File: src/rtl/four_level_priority_dispatcher_defines.svh
// assertion macros for the four level priority dispatcher
`ifndef FOUR_LEVEL_PRIORITY_DISPATCHER_DEFINES_SVH
`define FOUR_LEVEL_PRIORITY_DISPATCHER_DEFINES_SVH

// same-cycle implication, sampled on clock, off during reset
`define FPD_ASSERT_NOW(lbl, ante, cons) \
   lbl: assert property (@(posedge clock) disable iff (reset) (ante) |-> (cons)) \
   else $error("fpd check failed");

// next-cycle implication, sampled on clock, off during reset
`define FPD_ASSERT_NEXT(lbl, ante, cons) \
   lbl: assert property (@(posedge clock) disable iff (reset) (ante) |=> (cons)) \
   else $error("fpd check failed");

`endif

File: src/rtl/fpd_pkg.sv
// types and constants shared by the priority dispatcher
package fpd_pkg;

   localparam int ID_W      = 8;
   localparam int TIME_W    = 16;
   localparam int PRI_W     = 3;
   localparam int OUT_LVL_W = 2;

   localparam logic MODE_SUBMIT = 1'b0;
   localparam logic MODE_TICK   = 1'b1;

   typedef struct packed {
      logic              mode;
      logic [ID_W-1:0]   job_id;
      logic [TIME_W-1:0] arrival_time;
      logic [PRI_W-1:0]  priority_level;
   } req_type;

   typedef struct packed {
      logic                 submit_rejected;
      logic                 dispatched;
      logic [ID_W-1:0]      out_job_id;
      logic [OUT_LVL_W-1:0] out_level;
   } rsp_type;

   typedef struct packed {
      logic [ID_W-1:0]   job_id;
      logic [TIME_W-1:0] arrival_time;
      logic [PRI_W-1:0]  priority_level;
   } pend_entry_type;

   typedef struct packed {
      logic [ID_W-1:0]   job_id;
      logic [TIME_W-1:0] arrival_time;
   } lvl_entry_type;

endpackage

File: src/rtl/fpd_ram.sv
// generic simple dual port ram with registered read
module fpd_ram #(
   parameter int WIDTH = 8,
   parameter int DEPTH = 16
) (
   input  logic                       clock,
   input  logic                       wr_en,
   input  logic [$clog2(DEPTH)-1:0]   wr_addr,
   input  logic [WIDTH-1:0]           wr_data,
   input  logic                       rd_en,
   input  logic [$clog2(DEPTH)-1:0]   rd_addr,
   output logic [WIDTH-1:0]           rd_data
);

   logic [WIDTH-1:0] mem_ff [DEPTH];
   logic [WIDTH-1:0] rd_data_ff;

   always_ff @(posedge clock) begin
      if (wr_en) begin
         mem_ff[wr_addr] <= wr_data;
      end
      if (rd_en) begin
         rd_data_ff <= mem_ff[rd_addr];
      end
   end

   assign rd_data = rd_data_ff;

endmodule

File: src/rtl/four_level_priority_dispatcher.sv
// four level priority dispatcher: pending fifo, level fifos and tick sequencer
// submit: accepted while busy is low, result strobed the next cycle, busy stays low
// tick: busy from acceptance until the result is strobed
// result strobe lasts one cycle; the receiver cannot stall it; one ram read per step
// reset is synchronous: counts, pointers and time clear at once, stores are not cleared
`include "four_level_priority_dispatcher_defines.svh"

module four_level_priority_dispatcher #(
   parameter int QUEUE_DEPTH = 16,
   parameter int LEVELS      = 4
) (
   input  logic             clock,
   input  logic             reset,
   input  logic             start,
   output logic             busy,
   input  fpd_pkg::req_type req_data,
   output logic             rsp_strobe,
   output fpd_pkg::rsp_type rsp_data
);

   // ring index, count and level index widths
   localparam int IW = $clog2(QUEUE_DEPTH);
   localparam int CW = $clog2(QUEUE_DEPTH + 1);
   localparam int SW = CW + 1;
   localparam int LW = $clog2(LEVELS);
   localparam int LVL_RAM_DEPTH = 1 << (LW + IW);

   typedef enum logic [4:0] {
      ST_IDLE    = 5'b00001,
      ST_ADM_RD  = 5'b00010,
      ST_ADM_CHK = 5'b00100,
      ST_DSP_RD  = 5'b01000,
      ST_DSP_CHK = 5'b10000
   } state_type;

   // wrap a ring pointer
   function automatic logic [IW-1:0] ptr_inc(input logic [IW-1:0] p);
      logic [IW-1:0] r;
      if (p == IW'(QUEUE_DEPTH - 1)) begin
         r = '0;
      end else begin
         r = p + IW'(1);
      end
      return r;
   endfunction

   // tail slot = (head + count) mod depth, sum stays below twice the depth
   function automatic logic [IW-1:0] tail_slot(input logic [IW-1:0] h,
                                                input logic [CW-1:0] c);
      logic [SW-1:0] s;
      s = SW'(h) + SW'(c);
      if (s >= SW'(QUEUE_DEPTH)) begin
         s = s - SW'(QUEUE_DEPTH);
      end
      return s[IW-1:0];
   endfunction

   state_type state_ff, state_in;

   logic [IW-1:0] pend_head_ff, pend_head_in;
   logic [CW-1:0] pend_count_ff, pend_count_in;
   logic [IW-1:0] lvl_head_ff  [LEVELS];
   logic [IW-1:0] lvl_head_in  [LEVELS];
   logic [CW-1:0] lvl_count_ff [LEVELS];
   logic [CW-1:0] lvl_count_in [LEVELS];
   logic [LW-1:0] scan_ff, scan_in;
   logic [fpd_pkg::TIME_W-1:0] time_ff, time_in;

   logic             rsp_strobe_ff, rsp_strobe_in;
   fpd_pkg::rsp_type rsp_data_ff, rsp_data_in;

   // pending store ports
   logic                    pend_we;
   logic [IW-1:0]           pend_wr_addr;
   fpd_pkg::pend_entry_type pend_wr_data;
   logic                    pend_re;
   fpd_pkg::pend_entry_type pend_rd;

   // level store ports, address is {level, slot}
   logic                   lvl_we;
   logic [LW+IW-1:0]       lvl_wr_addr;
   fpd_pkg::lvl_entry_type lvl_wr_data;
   logic                   lvl_re;
   logic [LW+IW-1:0]       lvl_rd_addr;
   fpd_pkg::lvl_entry_type lvl_rd;

   // level under work: pending entry's level while admitting, scan index while dispatching
   logic [LW-1:0] adm_lv;
   logic          adm_lv_ok;
   logic [LW-1:0] cur_lv;
   logic          cur_full;
   logic          cur_empty;
   logic          scan_last;

   // shared arrival compare: pending head while admitting, level head while dispatching
   logic [fpd_pkg::TIME_W-1:0] cmp_arrival;
   logic                       eligible;

   logic [LW+1:0] scan_ext;

   fpd_ram #(
      .WIDTH ($bits(fpd_pkg::pend_entry_type)),
      .DEPTH (QUEUE_DEPTH)
   ) u_pend_ram (
      .clock   (clock),
      .wr_en   (pend_we),
      .wr_addr (pend_wr_addr),
      .wr_data (pend_wr_data),
      .rd_en   (pend_re),
      .rd_addr (pend_head_ff),
      .rd_data (pend_rd)
   );

   fpd_ram #(
      .WIDTH ($bits(fpd_pkg::lvl_entry_type)),
      .DEPTH (LVL_RAM_DEPTH)
   ) u_lvl_ram (
      .clock   (clock),
      .wr_en   (lvl_we),
      .wr_addr (lvl_wr_addr),
      .wr_data (lvl_wr_data),
      .rd_en   (lvl_re),
      .rd_addr (lvl_rd_addr),
      .rd_data (lvl_rd)
   );

   assign adm_lv    = pend_rd.priority_level[LW-1:0];
   assign adm_lv_ok = ({1'b0, pend_rd.priority_level} < (fpd_pkg::PRI_W + 1)'(LEVELS));
   assign cur_lv    = (state_ff == ST_ADM_CHK) ? adm_lv : scan_ff;
   assign cur_full  = (lvl_count_ff[cur_lv] == CW'(QUEUE_DEPTH));
   assign cur_empty = (lvl_count_ff[cur_lv] == '0);
   assign scan_last = (scan_ff == LW'(LEVELS - 1));

   assign cmp_arrival = (state_ff == ST_ADM_CHK) ? pend_rd.arrival_time : lvl_rd.arrival_time;
   assign eligible    = (cmp_arrival <= time_ff);

   // new submission lands at the pending tail
   assign pend_wr_addr = tail_slot(pend_head_ff, pend_count_ff);
   assign pend_wr_data = '{job_id:         req_data.job_id,
                           arrival_time:   req_data.arrival_time,
                           priority_level: req_data.priority_level};
   assign pend_re      = (state_ff == ST_ADM_RD) && (pend_count_ff != '0);

   // admitted entry lands at its level's tail
   assign lvl_wr_addr = {adm_lv, tail_slot(lvl_head_ff[adm_lv], lvl_count_ff[adm_lv])};
   assign lvl_wr_data = '{job_id: pend_rd.job_id, arrival_time: pend_rd.arrival_time};
   assign lvl_rd_addr = {scan_ff, lvl_head_ff[scan_ff]};
   assign lvl_re      = (state_ff == ST_DSP_RD) && !cur_empty;

   // out_level keeps the low two bits of the level number
   assign scan_ext = {2'b00, scan_ff};

   always_comb begin
      state_in      = state_ff;
      pend_head_in  = pend_head_ff;
      pend_count_in = pend_count_ff;
      lvl_head_in   = lvl_head_ff;
      lvl_count_in  = lvl_count_ff;
      scan_in       = scan_ff;
      time_in       = time_ff;
      rsp_strobe_in = 1'b0;
      rsp_data_in   = '0;
      pend_we       = 1'b0;
      lvl_we        = 1'b0;

      unique case (state_ff)
         ST_IDLE: begin
            if (start) begin
               if (req_data.mode == fpd_pkg::MODE_SUBMIT) begin
                  // submit answers right away, pending full means rejected
                  rsp_strobe_in = 1'b1;
                  if (pend_count_ff == CW'(QUEUE_DEPTH)) begin
                     rsp_data_in.submit_rejected = 1'b1;
                  end else begin
                     pend_we       = 1'b1;
                     pend_count_in = pend_count_ff + CW'(1);
                  end
               end else begin
                  state_in = ST_ADM_RD;
               end
            end
         end

         ST_ADM_RD: begin
            // read the pending head, or go dispatch when pending is empty
            if (pend_count_ff == '0) begin
               scan_in  = '0;
               state_in = ST_DSP_RD;
            end else begin
               state_in = ST_ADM_CHK;
            end
         end

         ST_ADM_CHK: begin
            priority if (!eligible) begin
               // head not yet due, admission ends
               scan_in  = '0;
               state_in = ST_DSP_RD;
            end else if (!adm_lv_ok) begin
               // level out of range, drop it
               pend_head_in  = ptr_inc(pend_head_ff);
               pend_count_in = pend_count_ff - CW'(1);
               state_in      = ST_ADM_RD;
            end else if (cur_full) begin
               // target level full, entry waits at the pending head
               scan_in  = '0;
               state_in = ST_DSP_RD;
            end else begin
               lvl_we               = 1'b1;
               lvl_count_in[adm_lv] = lvl_count_ff[adm_lv] + CW'(1);
               pend_head_in         = ptr_inc(pend_head_ff);
               pend_count_in        = pend_count_ff - CW'(1);
               state_in             = ST_ADM_RD;
            end
         end

         ST_DSP_RD: begin
            // empty level is skipped without a read
            if (!cur_empty) begin
               state_in = ST_DSP_CHK;
            end else if (scan_last) begin
               rsp_strobe_in = 1'b1;
               time_in       = time_ff + fpd_pkg::TIME_W'(1);
               state_in      = ST_IDLE;
            end else begin
               scan_in = scan_ff + LW'(1);
            end
         end

         ST_DSP_CHK: begin
            if (eligible) begin
               rsp_strobe_in           = 1'b1;
               rsp_data_in.dispatched  = 1'b1;
               rsp_data_in.out_job_id  = lvl_rd.job_id;
               rsp_data_in.out_level   = scan_ext[1:0];
               lvl_head_in[scan_ff]    = ptr_inc(lvl_head_ff[scan_ff]);
               lvl_count_in[scan_ff]   = lvl_count_ff[scan_ff] - CW'(1);
               time_in                 = time_ff + fpd_pkg::TIME_W'(1);
               state_in                = ST_IDLE;
            end else if (scan_last) begin
               // nothing due on any level, time still moves on
               rsp_strobe_in = 1'b1;
               time_in       = time_ff + fpd_pkg::TIME_W'(1);
               state_in      = ST_IDLE;
            end else begin
               scan_in  = scan_ff + LW'(1);
               state_in = ST_DSP_RD;
            end
         end

         default: begin
            state_in = ST_IDLE;
         end
      endcase
   end

   always_ff @(posedge clock) begin
      if (reset) begin
         state_ff      <= ST_IDLE;
         pend_head_ff  <= '0;
         pend_count_ff <= '0;
         scan_ff       <= '0;
         time_ff       <= '0;
         rsp_strobe_ff <= 1'b0;
         for (int i = 0; i < LEVELS; i++) begin
            lvl_head_ff[i]  <= '0;
            lvl_count_ff[i] <= '0;
         end
      end else begin
         state_ff      <= state_in;
         pend_head_ff  <= pend_head_in;
         pend_count_ff <= pend_count_in;
         scan_ff       <= scan_in;
         time_ff       <= time_in;
         rsp_strobe_ff <= rsp_strobe_in;
         lvl_head_ff   <= lvl_head_in;
         lvl_count_ff  <= lvl_count_in;
      end
   end

   // result payload needs no reset
   always_ff @(posedge clock) begin
      rsp_data_ff <= rsp_data_in;
   end

   assign busy       = (state_ff != ST_IDLE);
   assign rsp_strobe = rsp_strobe_ff;
   assign rsp_data   = rsp_data_ff;

   // a tick keeps the block busy the following cycle
   `FPD_ASSERT_NEXT(a_tick_busy, start && !busy && (req_data.mode == fpd_pkg::MODE_TICK), busy)
   // a submit answers the next cycle without a dispatch
   `FPD_ASSERT_NEXT(a_submit_rsp, start && !busy && (req_data.mode == fpd_pkg::MODE_SUBMIT), rsp_strobe && !rsp_data.dispatched)
   // a level head is checked only when that level holds entries
   `FPD_ASSERT_NOW(a_chk_nonempty, state_ff == ST_DSP_CHK, lvl_count_ff[scan_ff] != '0)
   // pending check always follows its ram read
   `FPD_ASSERT_NOW(a_adm_order, state_ff == ST_ADM_CHK, $past(state_ff) == ST_ADM_RD)
   // no dispatch means zero id and level
   `FPD_ASSERT_NOW(a_idle_zero, rsp_strobe && !rsp_data.dispatched, (rsp_data.out_job_id == '0) && (rsp_data.out_level == '0))

endmodule
File: config.mk
export PLATFORM = sky130hd
export DESIGN_NAME = four_level_priority_dispatcher
export DESIGN_NICKNAME = d
export VERILOG_FILES = /design/src/rtl/fpd_pkg.sv /design/src/rtl/fpd_ram.sv /design/src/rtl/four_level_priority_dispatcher.sv
export VERILOG_INCLUDE_DIRS = /design/src /design/src/rtl
export SDC_FILE = /design/constraint.sdc
export NUM_CORES = 2
export LEC_CHECK = 0
export BUFFER_PORTS_ARGS = -buffer_cell sky130_fd_sc_hd__buf_4
export CELL_PAD_IN_SITES_DETAIL_PLACEMENT = 2
export CELL_PAD_IN_SITES_GLOBAL_PLACEMENT = 2
export CORE_MARGIN = 5
export CORE_UTILIZATION = 55
export CTS_BUF_LIST = sky130_fd_sc_hd__clkbuf_16
export CTS_CLUSTER_DIAMETER = 150
export DETAILED_ROUTE_END_ITERATION = 6
export PLACE_DENSITY_LB_ADDON = 0.1
export SLEW_MARGIN = 20
export SYNTH_ARGS = -nofsm -noshare
export SYNTH_HDL_FRONTEND = slang
export SYNTH_SLANG_ARGS = --single-unit
File: constraint.sdc
create_clock -name clock -period 9.6 [get_ports clock]
set_input_delay 0.96 -clock clock [delete_from_list [all_inputs] [get_ports clock]]
set_output_delay 0.96 -clock clock [all_outputs]
set_load 0.1 [all_outputs]
==> results of run 1 <==
==> logic make-up after synthesis <==
kind of cell               after synthesis  synth area share [%]
DFF                                   2100                  76.6
muxes                                  558                  15.2
buffers and inverters                  250                  1.23
AOI/OAI and AO/OA                      398                  3.45
xor gates and xnor gates                22                 0.237
and+or+nand+nor                        486                  2.68
adders and majority gates               37                 0.598
==> per-stage QoR <==
stage	hold slack [ns]	std cells
floorplan	0.443	3851
global placement	0.454	5770
==> impl_metrics.tcl, run 1 <==
set metrics [dict create \
    fp.dieW_um 394 \
    dp_hpwl_um 189000 \
    ys_warn_count 0 \
    synthFlopType "edfxtp_1" \
    fp.dieH_um 394 \
    synth_area_sq_um 81200 \
    yosys.area.top_type_share_pct 74.6 \
    ys_seq_area_share_pct 76.6 \
    async_reset_ff_share_pct 0 \
    synthTopCellsByArea "edfxtp_1, mux4_2, a22oi_1" \
    syn-num-nets 3919 \
    synthesis.instances 3851 \
    row_count 141 \
    io_pins 45 \
    post-synth-top-count-cell "edfxtp_1" \
    firstError "[ERROR DPL-0033] detailed placement checks failed during check placement." \
    synth-seq-cells 2100 \
    synth.distinct_cells 69 \
    synth_commonest_cells "edfxtp_1, mux4_2, a22oi_1" \
    gp_congestion 0.854 \
    initial_utilization_pct 55.2 \
    outcome "did not finish" \
    lastStage "detailed placement (3_5_place_dp)" \
    avgSynthCellArea_sq_um 21.1 \
    io_buffers 44 \
    synth_edf_count 2019 \
    synth_top_area_cell "edfxtp_1" \
]
==> run 2: changes to the inputs <==
--- a/config.mk
+++ b/config.mk
@@ -7,14 +7,10 @@
 export NUM_CORES = 2
 export LEC_CHECK = 0
 export BUFFER_PORTS_ARGS = -buffer_cell sky130_fd_sc_hd__buf_4
-export CELL_PAD_IN_SITES_DETAIL_PLACEMENT = 2
-export CELL_PAD_IN_SITES_GLOBAL_PLACEMENT = 2
 export CORE_MARGIN = 5
-export CORE_UTILIZATION = 55
-export CTS_BUF_LIST = sky130_fd_sc_hd__clkbuf_16
-export CTS_CLUSTER_DIAMETER = 150
+export CORE_UTILIZATION = 40
 export DETAILED_ROUTE_END_ITERATION = 6
-export PLACE_DENSITY_LB_ADDON = 0.1
+export PLACE_DENSITY_LB_ADDON = 0.15
 export SLEW_MARGIN = 20
 export SYNTH_ARGS = -nofsm -noshare
 export SYNTH_HDL_FRONTEND = slang
==> impl_metrics.tcl, run 2 <==
set metrics [dict create \
    outcome "finished clean" \
    nFillCells 16900 \
    antenna_found_initial 11 \
    synthesis.instances 3851 \
    drt_iter0_drc 3847 \
    drt-total-wl_um 209000 \
    setup_viol 0 \
    clock_path_buffers 3 \
    largest_register_ff_count 1536 \
    nNetsFinal 4092 \
    hold_class "input pin to register" \
    routed-wl-met3_um 12200 \
    path_delay_family "simple AND/OR/NAND/NOR gates" \
    gr-usage-all-layers_pct 19.6 \
    drv_slew 0 \
    dp_hpwl_um 115000 \
    fin_skew_ns 0.0655 \
    clk_pin_slew_ns 0.06 \
    post-cts-setup-buffers 0 \
    end_kind "register" \
    ctsRootBufferMaster "clkbuf_16" \
    cp_max_fo 31 \
    period_needed_ns 6.08 \
    slowest_stage "nor2_2" \
    fp.dieW_um 461 \
    worstMarginPinSlew_ns 1.16 \
    wl_met2_um 100000 \
    tns_ns 0 \
    areaGrowthSynthToFinish_pct 13.6 \
    numCtsBuffers 218 \
    grt_max_degree 106 \
    synthFlopType "edfxtp_1" \
    initial_utilization_pct 40.2 \
    postLayoutCellArea_sq_um 92300 \
    largest_register "u_lvl_ram.mem_ff" \
    cts_hold_buffers 0 \
    remaining_drc_errors 0 \
    peakVddDrop_v 0.000181 \
    gp_congestion 0.787 \
    post-synth-top-count-cell "edfxtp_1" \
    met1_length_um 92900 \
    place_area_sq_um 85500 \
    fmax_ghz 0.165 \
    cts_tree "yes" \
    io_pins 45 \
    hold_violations 0 \
    post_cts_resized 0 \
    ys_seq_area_share_pct 76.6 \
    crit_top_cell "nand2_1" \
    crit_buf_inv 3 \
    clock-sinks 2100 \
    cts_max_level 4 \
    crit_type "register to register" \
    async_reset_ff_share_pct 0 \
    synthTopCellsByArea "edfxtp_1, mux4_2, a22oi_1" \
    vias 39300 \
    rsz0062_at_grt "no" \
    grt-ovfl-total 0 \
    crit_path_start_kind "register" \
    ys_warn_count 0 \
    relSlewSlack_pct 22.5 \
    fp.dieH_um 461 \
    power_density_nw_per_um2 196 \
    arrival_ns 6.60 \
    synth_top_area_cell "edfxtp_1" \
    avgSynthCellArea_sq_um 21.1 \
    cp_cell_sequence "nor2b_1 > nand2_1 > inv_1 > nand2_1 > nand2_1 > ha_1 > a21oi_1 > o21a_1 > o221ai_1 > a21oi_1 > a21o_1 > buf_4 > and2_1 > nand4_1 > nor2_2 > buf_4" \
    synth_area_sq_um 81200 \
    io_buffers 44 \
    syn-num-nets 3919 \
    vias_per_cell 5.71 \
    fp.coreArea_sq_um 202000 \
    yosys.area.top_type_share_pct 74.6 \
    p_leak_nw 28.0 \
    synth_commonest_cells "edfxtp_1, mux4_2, a22oi_1" \
    synth-seq-cells 2100 \
    grt_first_pass_wirelength_um 298000 \
    fin_crit_sh_pct 63.3 \
    detail-route-antenna-nets 0 \
    row_count 165 \
    firstDrtPassIters 5 \
    final_cell_mix "edfxtp_1, mux4_2, clkbuf_16, a22oi_1, nand2_1" \
    highest_layer "met5" \
    clkLatencyLatePin_ns 0.86 \
    synth.distinct_cells 69 \
    max_cap_viol_count 0 \
    grt_pass1_vias 39800 \
    synth_edf_count 2019 \
    wl_per_cell_um 30.4 \
    critical-path-max-stage-delay_ns 0.88 \
    dieArea_sq_um 212000 \
    mostFrequentLayoutCell "edfxtp_1" \
    critical_path_required_ns 10.12 \
    drive_gt1_share_pct 26.2 \
]
run 2: cell counts after synthesis:
No cell type changed its count.
run 2: per-stage QoR:
| step | setup slack, ns | instances | hold slack (ns) | power [mW] | utilization (%) |
|---|---|---|---|---|---|
| after floorplan | 4.55 | 3851 | 0.443 | 10.2 | - |
| after global placement | 3.53 | 6476 | 0.452 | 10.2 | 42.3 |
| after detailed placement | 3.42 | 6476 | 0.459 | 10.3 | 42.3 |
| after CTS | 3.37 | 6873 | 0.313 | 18.3 | 45.7 |
| after global routing | 2.95 | 6874 | 0.353 | 18.7 | 45.7 |
| final | 3.52 | 6880 | 0.396 | 18.1 | 45.7 |
run 2: logic make-up after synthesis:
group | synth area share [%]
simple gates | 2.68
mux | 15.2
flops | 76.6
buf+inv | 1.23
compound gates | 3.45
fa+ha+maj | 0.598
xor+xnor | 0.237
run 2: final cells by class:
| type | count | area, sq um | share of cell area, % |
|---|---|---|---|
| flip-flops and latches | 2100 | 62300 | 67.5 |
| multi-input cells | 1501 | 18500 | 20.0 |
| clock buffers | 282 | 5740 | 6.22 |
| well taps | 2672 | 3340 | 3.62 |
| repair buffers | 158 | 1250 | 1.35 |
| clock inverters | 115 | 1020 | 1.11 |
| inverters | 45 | 169 | 0.183 |
| diodes | 7 | 17.5 | 0.0190 |
run 2: worst paths after layout:
kind / start / endpoint / slack (ns) / depth (start not counted)
min: req_data[4] / u_pend_ram.mem_ff[12][4] / 0.40 / 1
max: state_ff[2] / u_lvl_ram.mem_ff[61][0] / 3.52 / 16
max reg2reg: state_ff[2] / u_lvl_ram.mem_ff[61][0] / 3.52 / 16
min reg2reg: lvl_head_ff[5] / lvl_head_ff[5] / 0.47 / 2
run 2: worst reg2reg max path: stages, from the launching register on:
cell      delay (ns)
dfxtp_1         0.40
nor2b_1         0.31
nand2_1         0.49
inv_1           0.82
nand2_1         0.12
nand2_1         0.09
ha_1            0.25
a21oi_1         0.16
o21a_1          0.14
o221ai_1        0.12
a21oi_1         0.21
a21o_1          0.14
buf_4           0.37
and2_1          0.28
nand4_1         0.62
nor2_2          0.88
buf_4           0.39
run 2: power breakdown:
group          switching, mW  internal (mW)
sequential           0.00519           9.94
combinational         0.0779         0.0321
clock                   3.52           4.55
total                   3.60           14.5
run 2: layer usage:
metal	vias to the layer above	GRT usage, %
met4	6	4.55
met3	249	3.37
met2	1192	31.1
met5	-	0
met1	21300	28.7
li1	16500	-
Note: power is estimated with default switching activity, not from simulation.
